==> src/rtl/sbt_pkg.sv <==
// ----------------------------------------------------------------------------
// Script byte tokenizer package
// Shared token kinds, lexer modes, widths and the queue entry type.
// ----------------------------------------------------------------------------
package sbt_pkg;

   localparam int unsigned BufferBytes = 1048576;
   localparam int unsigned PosW        = 21;
   localparam int unsigned StartW      = 20;

   localparam logic [2:0] KIND_INT     = 3'd0;
   localparam logic [2:0] KIND_FLOAT   = 3'd1;
   localparam logic [2:0] KIND_SYMBOL  = 3'd2;
   localparam logic [2:0] KIND_DELIM   = 3'd3;
   localparam logic [2:0] KIND_END     = 3'd4;
   localparam logic [2:0] KIND_UNTERM  = 3'd5;

   localparam logic [2:0] MODE_IDLE    = 3'd0;
   localparam logic [2:0] MODE_NUM     = 3'd1;
   localparam logic [2:0] MODE_SYM     = 3'd2;
   localparam logic [2:0] MODE_QUOTE   = 3'd3;
   localparam logic [2:0] MODE_SLASH   = 3'd4;
   localparam logic [2:0] MODE_COMMENT = 3'd5;

   typedef struct packed {
      logic [2:0]        kind;
      logic [StartW-1:0] start;
      logic [PosW-1:0]   length;
      logic [31:0]       ival;
      logic [7:0]        delim;
      logic              last;
   } token_type;

   typedef struct packed {
      logic [1:0] count;
      token_type  t0;
      token_type  t1;
      token_type  t2;
   } group_type;

endpackage

==> src/rtl/sbt_front.sv <==
// ----------------------------------------------------------------------------
// Script byte tokenizer front end
// Accepts bytes, runs the lexer state and builds the group of up to three
// tokens that each byte causes.
// ----------------------------------------------------------------------------
module sbt_front (
   input  logic                clock,
   input  logic                reset,
   input  logic                req_valid,
   output logic                req_stall,
   input  logic [7:0]          req_byte_in,
   input  logic                req_final_byte,
   output logic                grp_valid,
   output sbt_pkg::group_type  grp_data,
   input  logic                grp_full
);
   import sbt_pkg::*;

   logic [2:0]        mode_ff, mode_in;
   logic [PosW-1:0]   pos_ff, pos_in;
   logic [StartW-1:0] start_ff, start_in;
   logic [PosW-1:0]   len_ff, len_in;
   logic [31:0]       acc_ff, acc_in;
   logic              neg_ff, neg_in, stop_ff, stop_in, point_ff, point_in;
   logic              take;
   token_type         tk [3];
   logic [1:0]        n;
   logic [7:0]        c;

   assign req_stall = grp_full;
   assign take      = req_valid && !grp_full;
   assign c         = req_byte_in;

   function automatic logic is_digit(input logic [7:0] b);
      return b >= 8'h30 && b <= 8'h39;
   endfunction
   function automatic logic is_num(input logic [7:0] b);
      return is_digit(b) || b == 8'h2E || b == 8'h2B || b == 8'h2D;
   endfunction
   function automatic logic is_sym(input logic [7:0] b);
      return (b >= 8'h41 && b <= 8'h5A) || (b >= 8'h61 && b <= 8'h7A) || b == 8'h5F;
   endfunction
   function automatic logic is_space(input logic [7:0] b);
      return b == 8'h20 || b == 8'h09 || b == 8'h0D || b == 8'h0A;
   endfunction

   always_comb begin
      logic [2:0]        m;
      logic [StartW-1:0] st;
      logic [PosW-1:0]   ln;
      logic [31:0]       ac;
      logic              ng, sp, pt, fin_run, begin_tok;
      logic [PosW-1:0]   pos_now;
      token_type         e;
      m  = mode_ff;
      st = start_ff;
      ln = len_ff;
      ac = acc_ff;
      ng = neg_ff;
      sp = stop_ff;
      pt = point_ff;
      n  = 2'd0;
      e  = '0;
      tk[0] = '0;
      tk[1] = '0;
      tk[2] = '0;
      fin_run   = 1'b0;
      begin_tok = 1'b0;
      pos_now   = pos_ff;
      if (pos_ff < PosW'(BufferBytes)) begin
         unique case (mode_ff)
            MODE_NUM: begin
               if (is_num(c)) begin
                  if (c == 8'h2E) begin
                     pt = 1'b1;
                     sp = 1'b1;
                  end else if (c == 8'h2B || c == 8'h2D) begin
                     sp = 1'b1;
                  end else if (!sp) begin
                     ac = 32'(ac * 32'd10) + {24'd0, c - 8'h30};
                  end
                  ln = ln + 1'b1;
               end else begin
                  fin_run   = 1'b1;
                  begin_tok = 1'b1;
               end
            end
            MODE_SYM: begin
               if (is_sym(c)) begin
                  ln = ln + 1'b1;
               end else begin
                  fin_run   = 1'b1;
                  begin_tok = 1'b1;
               end
            end
            MODE_QUOTE: begin
               if (c == 8'h22) begin
                  e.kind   = KIND_SYMBOL;
                  e.start  = st;
                  e.length = ln;
                  tk[n]    = e;
                  n        = n + 1'b1;
                  m        = MODE_IDLE;
               end else begin
                  ln = ln + 1'b1;
               end
            end
            MODE_SLASH: begin
               if (c == 8'h2F) begin
                  m = MODE_COMMENT;
               end else begin
                  fin_run   = 1'b1;
                  begin_tok = 1'b1;
               end
            end
            MODE_COMMENT: begin
               if (c == 8'h0D || c == 8'h0A) begin
                  m = MODE_IDLE;
               end
            end
            default: begin
               begin_tok = 1'b1;
            end
         endcase
         if (fin_run) begin
            e = '0;
            e.start  = st;
            e.length = ln;
            if (mode_ff == MODE_NUM) begin
               e.kind = pt ? KIND_FLOAT : KIND_INT;
               e.ival = pt ? 32'd0 : (ng ? 32'd0 - ac : ac);
            end else if (mode_ff == MODE_SLASH) begin
               e.kind   = KIND_DELIM;
               e.length = PosW'(1);
               e.delim  = 8'h2F;
            end else begin
               e.kind = KIND_SYMBOL;
            end
            tk[n] = e;
            n     = n + 1'b1;
         end
         if (begin_tok) begin
            m = MODE_IDLE;
            if (is_space(c)) begin
               m = MODE_IDLE;
            end else if (c == 8'h2F) begin
               m  = MODE_SLASH;
               st = pos_ff[StartW-1:0];
            end else if (is_num(c)) begin
               m  = MODE_NUM;
               st = pos_ff[StartW-1:0];
               ac = is_digit(c) ? {24'd0, c - 8'h30} : 32'd0;
               ng = (c == 8'h2D);
               pt = (c == 8'h2E);
               sp = (c == 8'h2E);
               ln = PosW'(1);
            end else if (is_sym(c)) begin
               m  = MODE_SYM;
               st = pos_ff[StartW-1:0];
               ln = PosW'(1);
            end else if (c == 8'h22) begin
               m  = MODE_QUOTE;
               st = StartW'(pos_ff + 1'b1);
               ln = '0;
            end else begin
               e = '0;
               e.kind   = KIND_DELIM;
               e.start  = pos_ff[StartW-1:0];
               e.length = PosW'(1);
               e.delim  = c;
               tk[n]    = e;
               n        = n + 1'b1;
            end
         end
         pos_now = pos_ff + 1'b1;
      end
      pos_in = pos_now;
      if (req_final_byte) begin
         e = '0;
         e.start  = st;
         e.length = ln;
         if (m == MODE_NUM) begin
            e.kind = pt ? KIND_FLOAT : KIND_INT;
            e.ival = pt ? 32'd0 : (ng ? 32'd0 - ac : ac);
         end else if (m == MODE_SYM) begin
            e.kind = KIND_SYMBOL;
         end else if (m == MODE_QUOTE) begin
            e.kind = KIND_UNTERM;
         end else begin
            e.kind   = KIND_DELIM;
            e.length = PosW'(1);
            e.delim  = 8'h2F;
         end
         if (m == MODE_NUM || m == MODE_SYM || m == MODE_QUOTE || m == MODE_SLASH) begin
            tk[n] = e;
            n     = n + 1'b1;
         end
         e = '0;
         e.kind   = KIND_END;
         e.length = pos_now;
         tk[n]    = e;
         n        = n + 1'b1;
         m  = MODE_IDLE;
         pos_in = '0;
         st = '0;
         ln = '0;
         ac = '0;
         ng = 1'b0;
         sp = 1'b0;
         pt = 1'b0;
      end
      if (n != 2'd0) begin
         tk[n - 1'b1].last = 1'b1;
      end
      mode_in  = m;
      start_in = st;
      len_in   = ln;
      acc_in   = ac;
      neg_in   = ng;
      stop_in  = sp;
      point_in = pt;
   end

   assign grp_valid      = take && (n != 2'd0);
   assign grp_data.count = n;
   assign grp_data.t0    = tk[0];
   assign grp_data.t1    = tk[1];
   assign grp_data.t2    = tk[2];

   always_ff @(posedge clock) begin
      if (reset) begin
         mode_ff  <= MODE_IDLE;
         pos_ff   <= '0;
         start_ff <= '0;
         len_ff   <= '0;
         acc_ff   <= '0;
         neg_ff   <= 1'b0;
         stop_ff  <= 1'b0;
         point_ff <= 1'b0;
      end else if (take) begin
         mode_ff  <= mode_in;
         pos_ff   <= pos_in;
         start_ff <= start_in;
         len_ff   <= len_in;
         acc_ff   <= acc_in;
         neg_ff   <= neg_in;
         stop_ff  <= stop_in;
         point_ff <= point_in;
      end
   end

   a_mode_legal: assert property (@(posedge clock) disable iff (reset)
      mode_ff != 3'd6 && mode_ff != 3'd7) else $error("illegal lexer mode");
   a_final_clears: assert property (@(posedge clock) disable iff (reset)
      take && req_final_byte |=> pos_ff == '0 && mode_ff == MODE_IDLE)
      else $error("final byte did not clear the lexer");
   a_final_emits: assert property (@(posedge clock) disable iff (reset)
      take && req_final_byte |-> grp_valid) else $error("final byte gave no end token");

endmodule

==> src/rtl/sbt_back.sv <==
// ----------------------------------------------------------------------------
// Script byte tokenizer back end
// Holds a two-entry queue of token groups and sends their tokens one a cycle while rsp_stall is low.
// ----------------------------------------------------------------------------
module sbt_back (
   input  logic               clock,
   input  logic               reset,
   input  logic               grp_valid,
   input  sbt_pkg::group_type grp_data,
   output logic               grp_full,
   output logic               rsp_valid,
   input  logic               rsp_stall,
   output logic [2:0]         rsp_token_kind,
   output logic [19:0]        rsp_token_start,
   output logic [20:0]        rsp_token_length,
   output logic [31:0]        rsp_int_value,
   output logic [7:0]         rsp_delim_char,
   output logic               rsp_run_end
);
   import sbt_pkg::*;

   group_type  q_ff [2];
   logic       wp_ff, wp_in, rp_ff, rp_in;
   logic [1:0] cnt_ff, cnt_in;
   logic [1:0] idx_ff, idx_in;
   logic       pop, push;
   token_type  cur;
   group_type  head;

   assign head      = q_ff[rp_ff];
   assign rsp_valid = cnt_ff != 2'd0;
   assign grp_full  = cnt_ff == 2'd2;
   assign push      = grp_valid;

   always_comb begin
      case (idx_ff)
         2'd0:    cur = head.t0;
         2'd1:    cur = head.t1;
         default: cur = head.t2;
      endcase
   end

   assign pop = rsp_valid && !rsp_stall && (idx_ff + 1'b1 == head.count);

   always_comb begin
      idx_in = idx_ff;
      if (rsp_valid && !rsp_stall) begin
         idx_in = pop ? 2'd0 : idx_ff + 1'b1;
      end
      wp_in  = push ? !wp_ff : wp_ff;
      rp_in  = pop ? !rp_ff : rp_ff;
      cnt_in = cnt_ff + {1'b0, push} - {1'b0, pop};
   end

   assign rsp_token_kind   = cur.kind;
   assign rsp_token_start  = cur.start;
   assign rsp_token_length = cur.length;
   assign rsp_int_value    = cur.ival;
   assign rsp_delim_char   = cur.delim;
   assign rsp_run_end      = cur.last;

   always_ff @(posedge clock) begin
      if (push) begin
         q_ff[wp_ff] <= grp_data;
      end
      if (reset) begin
         wp_ff  <= 1'b0;
         rp_ff  <= 1'b0;
         cnt_ff <= '0;
         idx_ff <= '0;
      end else begin
         wp_ff  <= wp_in;
         rp_ff  <= rp_in;
         cnt_ff <= cnt_in;
         idx_ff <= idx_in;
      end
   end

   a_no_overflow: assert property (@(posedge clock) disable iff (reset)
      !(push && grp_full)) else $error("queue overflow");
   a_cnt_range: assert property (@(posedge clock) disable iff (reset)
      cnt_ff != 2'd3) else $error("queue count out of range");
   a_idx_in_group: assert property (@(posedge clock) disable iff (reset)
      rsp_valid |-> idx_ff < head.count) else $error("token index beyond group");

endmodule

==> src/rtl/script_byte_tokenizer.sv <==
// ----------------------------------------------------------------------------
// Script byte tokenizer
// Turns a byte stream of script text into number, symbol and delimiter tokens.
// ----------------------------------------------------------------------------
// One script byte arrives per item on the req_ channel, with req_final_byte
// set on the last byte of a buffer. Each byte yields zero to three token items
// on the rsp_ channel; rsp_run_end marks the last token of a byte, and the
// final byte always adds an end token whose length is the byte count.
// The front end takes one byte per cycle while req_stall is low and
// classifies it in that same cycle; its token group goes into a two-entry
// queue. The back end sends one token per cycle while rsp_stall is low, from
// the registered queue entry. Bytes keep that rate while each makes at most
// one token; a byte with several tokens holds the output until all are sent.
// When the receiver stalls, the queue fills and req_stall rises; the held token
// stays on the rsp_ ports. Reset clears the lexer state, byte count and queue.
// ----------------------------------------------------------------------------
module script_byte_tokenizer (
   input  logic        clock,
   input  logic        reset,
   input  logic        req_valid,
   output logic        req_stall,
   input  logic [7:0]  req_byte_in,
   input  logic        req_final_byte,
   output logic        rsp_valid,
   input  logic        rsp_stall,
   output logic [2:0]  rsp_token_kind,
   output logic [19:0] rsp_token_start,
   output logic [20:0] rsp_token_length,
   output logic [31:0] rsp_int_value,
   output logic [7:0]  rsp_delim_char,
   output logic        rsp_run_end
);
   import sbt_pkg::*;

   logic      grp_valid, grp_full;
   group_type grp_data;

   sbt_front u_front (
      .clock, .reset, .req_valid, .req_stall, .req_byte_in, .req_final_byte,
      .grp_valid, .grp_data, .grp_full
   );

   sbt_back u_back (
      .clock, .reset, .grp_valid, .grp_data, .grp_full,
      .rsp_valid, .rsp_stall, .rsp_token_kind, .rsp_token_start,
      .rsp_token_length, .rsp_int_value, .rsp_delim_char, .rsp_run_end
   );

endmodule

==> config.mk <==
export PLATFORM = sky130hd
export DESIGN_NAME = script_byte_tokenizer
export DESIGN_NICKNAME = d
export VERILOG_FILES = /design/src/rtl/sbt_pkg.sv /design/src/rtl/sbt_front.sv /design/src/rtl/sbt_back.sv /design/src/rtl/script_byte_tokenizer.sv
export SDC_FILE = /design/constraint.sdc
export NUM_CORES = 1
export LEC_CHECK = 0
export ABC_AREA = 0
export BUFFER_PORTS_ARGS = -buffer_cell sky130_fd_sc_hd__buf_2
export CAP_MARGIN = 20
export CORE_MARGIN = 2
export CORE_UTILIZATION = 40
export DETAILED_ROUTE_END_ITERATION = 8
export GPL_TIMING_DRIVEN = 0
export PLACE_DENSITY_LB_ADDON = 0.05
export SYNTH_ARGS = -nofsm -noshare
export SYNTH_HDL_FRONTEND = slang
export SYNTH_SLANG_ARGS = --single-unit
export TNS_END_PERCENT = 50
==> constraint.sdc <==
create_clock -name clock -period 39.6 [get_ports clock]
set_clock_uncertainty 0.15 [all_clocks]
set_input_delay 0 -clock clock [delete_from_list [all_inputs] [get_ports clock]]
set_output_delay 0 -clock clock [all_outputs]
set_load 0.05 [all_outputs]
### Word level (Yosys, flattened, before mapping)

Memory sizes are Yosys's and may differ from the RTL's. A register that Yosys moved wholly into a read port is not among the register bits.
Cells that the tools add are included.

| storage, ports and cells | value |
|---|---|
| bits in registers | 106 |
| RAM bits | 514 |
| input port bits | 13 |
| output and inout bits | 87 |
| word-level logic and storage cells | 274 |
| memories | 1 |

| operators by class | value |
|---|---|
| $add $sub $neg | 14 |
| multipliers | 1 |
| $lt $le $gt $ge | 17 |
| eq/ne operators | 22 |
| muxes and demuxes | 167 |
| bitwise operators | 5 |
| reductions and logical operators | 35 |

Memories:

| memory | depth | width | read ports | clocked after Yosys merged registers in | wr ports | RTL line | text |
|---|---|---|---|---|---|---|---|
| u_back.q_ff | 2 | 257 | 1 | 1 | 1 | sbt_back.sv:22 | `group_type q_ff [2];` |

Operators with widths:

| kind | number |
|---|---|
| two-way mux 255 bit | 13 |
| bitwise mux 255 bit | 5 |
| demux 85 bit (select 2 bit) | 5 |
| two-way mux 32 bit | 21 |
| two-way mux 85 bit | 6 |
| two-way mux 21 bit | 21 |
| case mux 85 bit (2 select lines) | 1 |
| two-way mux 20 bit | 8 |
| two-way mux 84 bit | 1 |
| subtractor 1 x 32 -> 32 bit, first input constant | 2 |
| case mux 21 bit (3 select lines) | 1 |
| two-way mux 8 bit | 7 |
| two-way mux 3 bit | 17 |
| equality test 8 x 6 -> 1 bit, second input constant | 6 |
| adder 21 x 1 -> 21 bit, second input constant | 2 |
| two-way mux 1 bit | 40 |
| adder 32 x 8 -> 32 bit | 1 |
| multiplier 32 x 3 -> 31 bit, second input constant | 1 |
| two-way mux 2 bit | 16 |
| equality test 8 x 4 -> 1 bit, second input constant | 3 |
| less-than comparator 21 bit, second input constant | 1 |
| >= comparator 8 x 7 -> 1 bit, second input constant | 2 |
| less-or-equal comparator 8 x 7 -> 1 bit, second input constant | 2 |
| >= comparator 3 bit, second input constant | 5 |
| other kinds (27) | 74 |

### Longest topological paths before layout

| logic depth | value |
|---|---|
| depth after elaboration | 32 |
| gate-level depth with buffers | 27 |

### Modules after synthesis

A second synthesis with hierarchy kept.

| unflattened totals | value |
|---|---|
| cells, all modules | 3357 |
| area total of the unflattened synthesis | 34346.7 um^2 |

Modules (own cells, without submodules):

| module | instances | cells an instance | area each (um^2) | seq. area each (um^2) |
|---|---|---|---|---|
| sbt_back | 1 | 1064 | 19065.8 | 15574.9 |
| sbt_front | 1 | 2293 | 15280.9 | 2001.9 |

### Worst setup path before layout

No wires, ideal clock.

| timing path | value |
|---|---|
| path type | input port to flip-flop |
| start | input port req_byte_in[4] |
| end | memory u_back.q_ff[0][0] in the netlist's numbering (enable) |
| library setup time | 0.881 ns |
| data arrival time | 14.390 ns |
| setup slack | 24.180 ns |
| stages on the path | 20 |
| buffers on the path | 0 |
| cell sequence | inv_1 -> ha_1 -> a21boi_0 -> o311ai_1 -> nand2_1 -> a21oi_1 -> o21ai_1 -> inv_1 -> ha_1 -> nand2_1 -> nor3_1 -> nor2_1 -> o21ai_0 -> ha_1 -> nand2_1 -> o21a_1 -> ha_1 -> mux2i_1 -> o21ai_1 -> nor2_1 |

RTL lines:

| item | RTL line | text |
|---|---|---|
| start: declaration | script_byte_tokenizer.sv:22 | `input logic [7:0] req_byte_in,` |
| end: declaration | sbt_back.sv:22 |  |

==> run_results.csv <==
group,metric,value,unit
synthesis,synth-seq-cells,621,
routing,vias,30800,
routing,ant_nets,0,
power_and_ir_drop,ir_worst_vdd,49.4,uV
clock_network,numCtsBuffers,71,
worst_setup_path,cp_common_cell,"clkbuf_1",
global_routing,overflow,0,
power_and_ir_drop,p_leak,13.7,nW
synthesis,synth_common_cells,"edfxtp_1, nor2_1, nand2_1, clkbuf_1, a22oi_1",
worst_setup_path,crit_family,"buffers and inverters",
cells_and_area,multiInputGateArea,0.0156,sq mm
synthesis,synth.area.top_cells,"edfxtp_1, dfxtp_1, a22oi_1",
min_path,hp-class,"in2reg",
worst_setup_path,reg2reg_slack,30620,ps
worst_setup_path,cp_slowest_cell,"o22ai_1",
clock_network,cts_setup_buffers,0,
routing,met2_wirelength,66300,um
global_routing,grt_max_degree,33,
worst_setup_path,path_cells,"dlygate4sd3_1 -> buf_2 -> inv_1 -> ha_1 -> nand4bb_1 -> a211o_1 -> o211ai_4 -> clkbuf_1 -> clkbuf_1 -> clkbuf_1 -> buf_1 -> clkbuf_1 -> mux2i_1 -> ha_1 -> inv_1 -> nor3_1 -> nor2b_1 -> or3b_1 -> or4_1 -> or4_4 -> o31ai_2 -> xnor2_1 -> o22ai_1",
min_path,min_to,"u_front.acc_ff[22]$_SDFFE_PP0P_",
synthesis,ys_warn_count,0,
cells_and_area,fin_nets,3713,
worst_setup_path,r2r-start,"u_front.mode_ff[1]$_SDFFE_PP0P_",
global_routing,grt_first_pass_wirelength,214000,um
power_and_ir_drop,seqPwrFrac,0.358,
worst_setup_path,critPathKind,"in2reg",
worst_setup_path,cp_max_fo,10,
synthesis,synth_area,0.0343,sq mm
synthesis,async_reset_ff_frac,0,
floorplan,die_w,297,um
run,cap_violations,0,
worst_setup_path,critPathLaunchType,"input pin",
cells_and_area,area_growth_syn_to_layout,14.8,%
routing,first_pass_iters,6,
power_and_ir_drop,sw_frac_of_total,0.403,
synthesis,synthCells,3402,
sta,max_freq,0.107,GHz
global_routing,first_global_vias,29100,
power_and_ir_drop,pwr-share-comb,0.352,
routing,drt-wirelength-per-cell,31.6,um
clock_network,root_buffer,"clkbuf_16",
placed_design,pre_cts_ws,30470,ps
sta,fin_ws,30250,ps
floorplan,core_area,0.0850,sq mm
synthesis,ys_types,100,
synthesis,syn_nets,3501,
cells_and_area,layout.cells.non_filler,4817,
cells_and_area,fin_util,0.463,
cells_and_area,ff_latch_area,0.0176,sq mm
sta,worst_pin_slew,1240,ps
cells_and_area,nFillCells,8109,
placed_design,place_congestion,0.971,
clock_network,hold_buffers,7,
synthesis,yosys.area.top_type,"edfxtp_1",
clock_network,clockBufferDepth,3,
power_and_ir_drop,p_int,0.00140,W
sta,rsz0062_at_grt,"no",
synthesis,synth_top_cell_area_share,0.450,
global_routing,antenna_found_initial,9,
worst_setup_path,crit_path_max_incr_delay,860,ps
floorplan,num_rows,107,
power_and_ir_drop,p_total,0.00235,W
synthesis,yosysSeqAreaShare,0.512,
sta,setup_viol,0,
placed_design,dp.cells,4673,
run_status,status,"finished, final reports clean",
min_path,holdCritStartpoint,"reset",
power_and_ir_drop,p_sw,0.000946,W
placed_design,port_buffers,96,
floorplan,die_h,297,um
synthesis,synth.most_common_cell,"edfxtp_1",
worst_setup_path,crit_start,"req_byte_in[4]",
cells_and_area,drive_gt1_frac,0.0856,
placed_design,dpl.hpwl,116000,um
sta,period_needed,9350,ps
worst_setup_path,crit_buf_inv,9,
routing,wl,152000,um
clock_network,h-tree-depth,3,
synthesis,synth_edf_count,514,
power_and_ir_drop,cellPowerDensity,59.6,mW/mm^2
routing,via_per_inst,6.40,
clock_network,clk_pin_slew,60,ps
routing,met1_length,66300,um
power_and_ir_drop,pwr-share-clk,0.291,
routing,wl_met3,14800,um
worst_setup_path,r2r_end,"u_back.q_ff[0][207]$_DFFE_PP_",
routing,highest_layer,"met5",
floorplan,start_util,0.404,
synthesis,synthFlopType,"edfxtp_1",
sta,relSlewSlack,0.177,
clock_network,cts_tree,"done",
worst_setup_path,crit_arrival,9490,ps
sta,setup-tns-final,0,ps
clock_network,clk_latency,640,ps
clock_network,cts_resized,0,
floorplan,die_area,0.0881,sq mm
sta,fin_crit_sh,0.236,
worst_setup_path,cp-end-kind,"flop",
sta,final-hold-violation-count,0,
synthesis,postSynthAreaPerCell,10.1,sq um
worst_setup_path,cp.required,39740,ps
floorplan,ios,100,
routing,drcViolationCount,0,
worst_setup_path,ff2ff_path_depth,20,
global_routing,grtUsageTotal,0.335,
routing,first_iter_violations,3606,
min_path,hold_depth,3,
sta,drv_slew,0,
clock_network,clock-sinks,621,
## metrics by stage
stage / hold WS (ps) / cell area [sq um]
finish: 155 / 39400
global route: 142 / 39400
CTS: 84.4 / 39300
detailed placement: 325 / 36800
global placement: 321 / 36200
floorplan: 53.1 / 34300
## per-layer routing
metal	global-route usage	vias up
li1	-	13500
met1	0.472	15500
met2	0.504	1593
met3	0.0827	247
met4	0.106	4
met5	0	-
## state kept, by name, summed over array words and instances, names as in the netlist, named ones only
name / count
u_front.stop_ff: 1
u_front.mode_ff: 3
u_front.point_ff: 1
u_front.acc_ff: 32
u_back.q_ff: 514
u_front.neg_ff: 1
u_back.wp_ff: 1
u_front.start_ff: 20
u_back.idx_ff: 2
u_back.cnt_ff: 2
u_front.pos_ff: 21
u_back.rp_ff: 1
u_front.len_ff: 21
## final cells by class
type                    count  area share
flip-flops and latches    621       0.447
inverters                  35     0.00334
diodes                      5    0.000318
multi-input cells        2485       0.397
clock buffers              83      0.0470
clock inverters            44      0.0141
repair buffers            139      0.0301
plain buffers             261      0.0254
well taps                1144      0.0364
## power groups by stage
stage	clock [W]	combinational [W]	sequential (W)
3_3_place_gp	0	0.000778	0.000927
2_1_floorplan	0	0.000508	0.000894
4_1_cts	0.000688	0.000820	0.000839
3_5_place_dp	0	0.000818	0.000853
6_report	0.000682	0.000825	0.000840
5_1_grt	0.000713	0.000857	0.000846
## worst min-delay path, cell delays in order
cell and delay, ps:
clkbuf_1 360, clkbuf_1 370, nor2_1 150
## how the worst max path moves through the flow
stage | endpoint | slack, ps | cells past startpoint
floorplan | u_back.q_ff[0][0]$_DFFE_PP_ | 24180 | 20
global placement | u_back.q_ff[1][27]$_DFFE_PP_ | 15320 | 21
detailed placement | u_back.q_ff[1][112]$_DFFE_PP_ | 30470 | 26
CTS | u_back.q_ff[0][207]$_DFFE_PP_ | 30540 | 23
global route | u_back.q_ff[0][207]$_DFFE_PP_ | 30010 | 23
finish | u_back.q_ff[0][207]$_DFFE_PP_ | 30250 | 23
## cell usage in the layout, fill, tap and decap left out, types with 71 or more instances in the layout
cell type / count
a211oi_1: 100
a21oi_1: 163
a22o_1: 110
a22oi_1: 209
a31oi_1: 109
buf_2: 112
clkbuf_1: 231
clkbuf_16: 71
dfxtp_1: 107
edfxtp_1: 514
ha_1: 84
nand2_1: 324
nor2_1: 389
nor3_1: 75
o21ai_0: 162
xnor2_1: 76
## cell families (layout without fill, tap and decap cells)
logic type | after synthesis | in the layout | synth area share
AOI/OAI and AO/OA | 1139 | 1139 | 0.231
adders and majority gates | 86 | 86 | 0.0318
DFF | 621 | 621 | 0.512
buffers and inverters | 296 | 562 | 0.0330
xor gates and xnor gates | 133 | 133 | 0.0340
and+or+nand+nor | 1102 | 1102 | 0.151
muxes | 25 | 25 | 0.00748
other | 0 | 5 | 0
(Power assumes the default switching activity.)
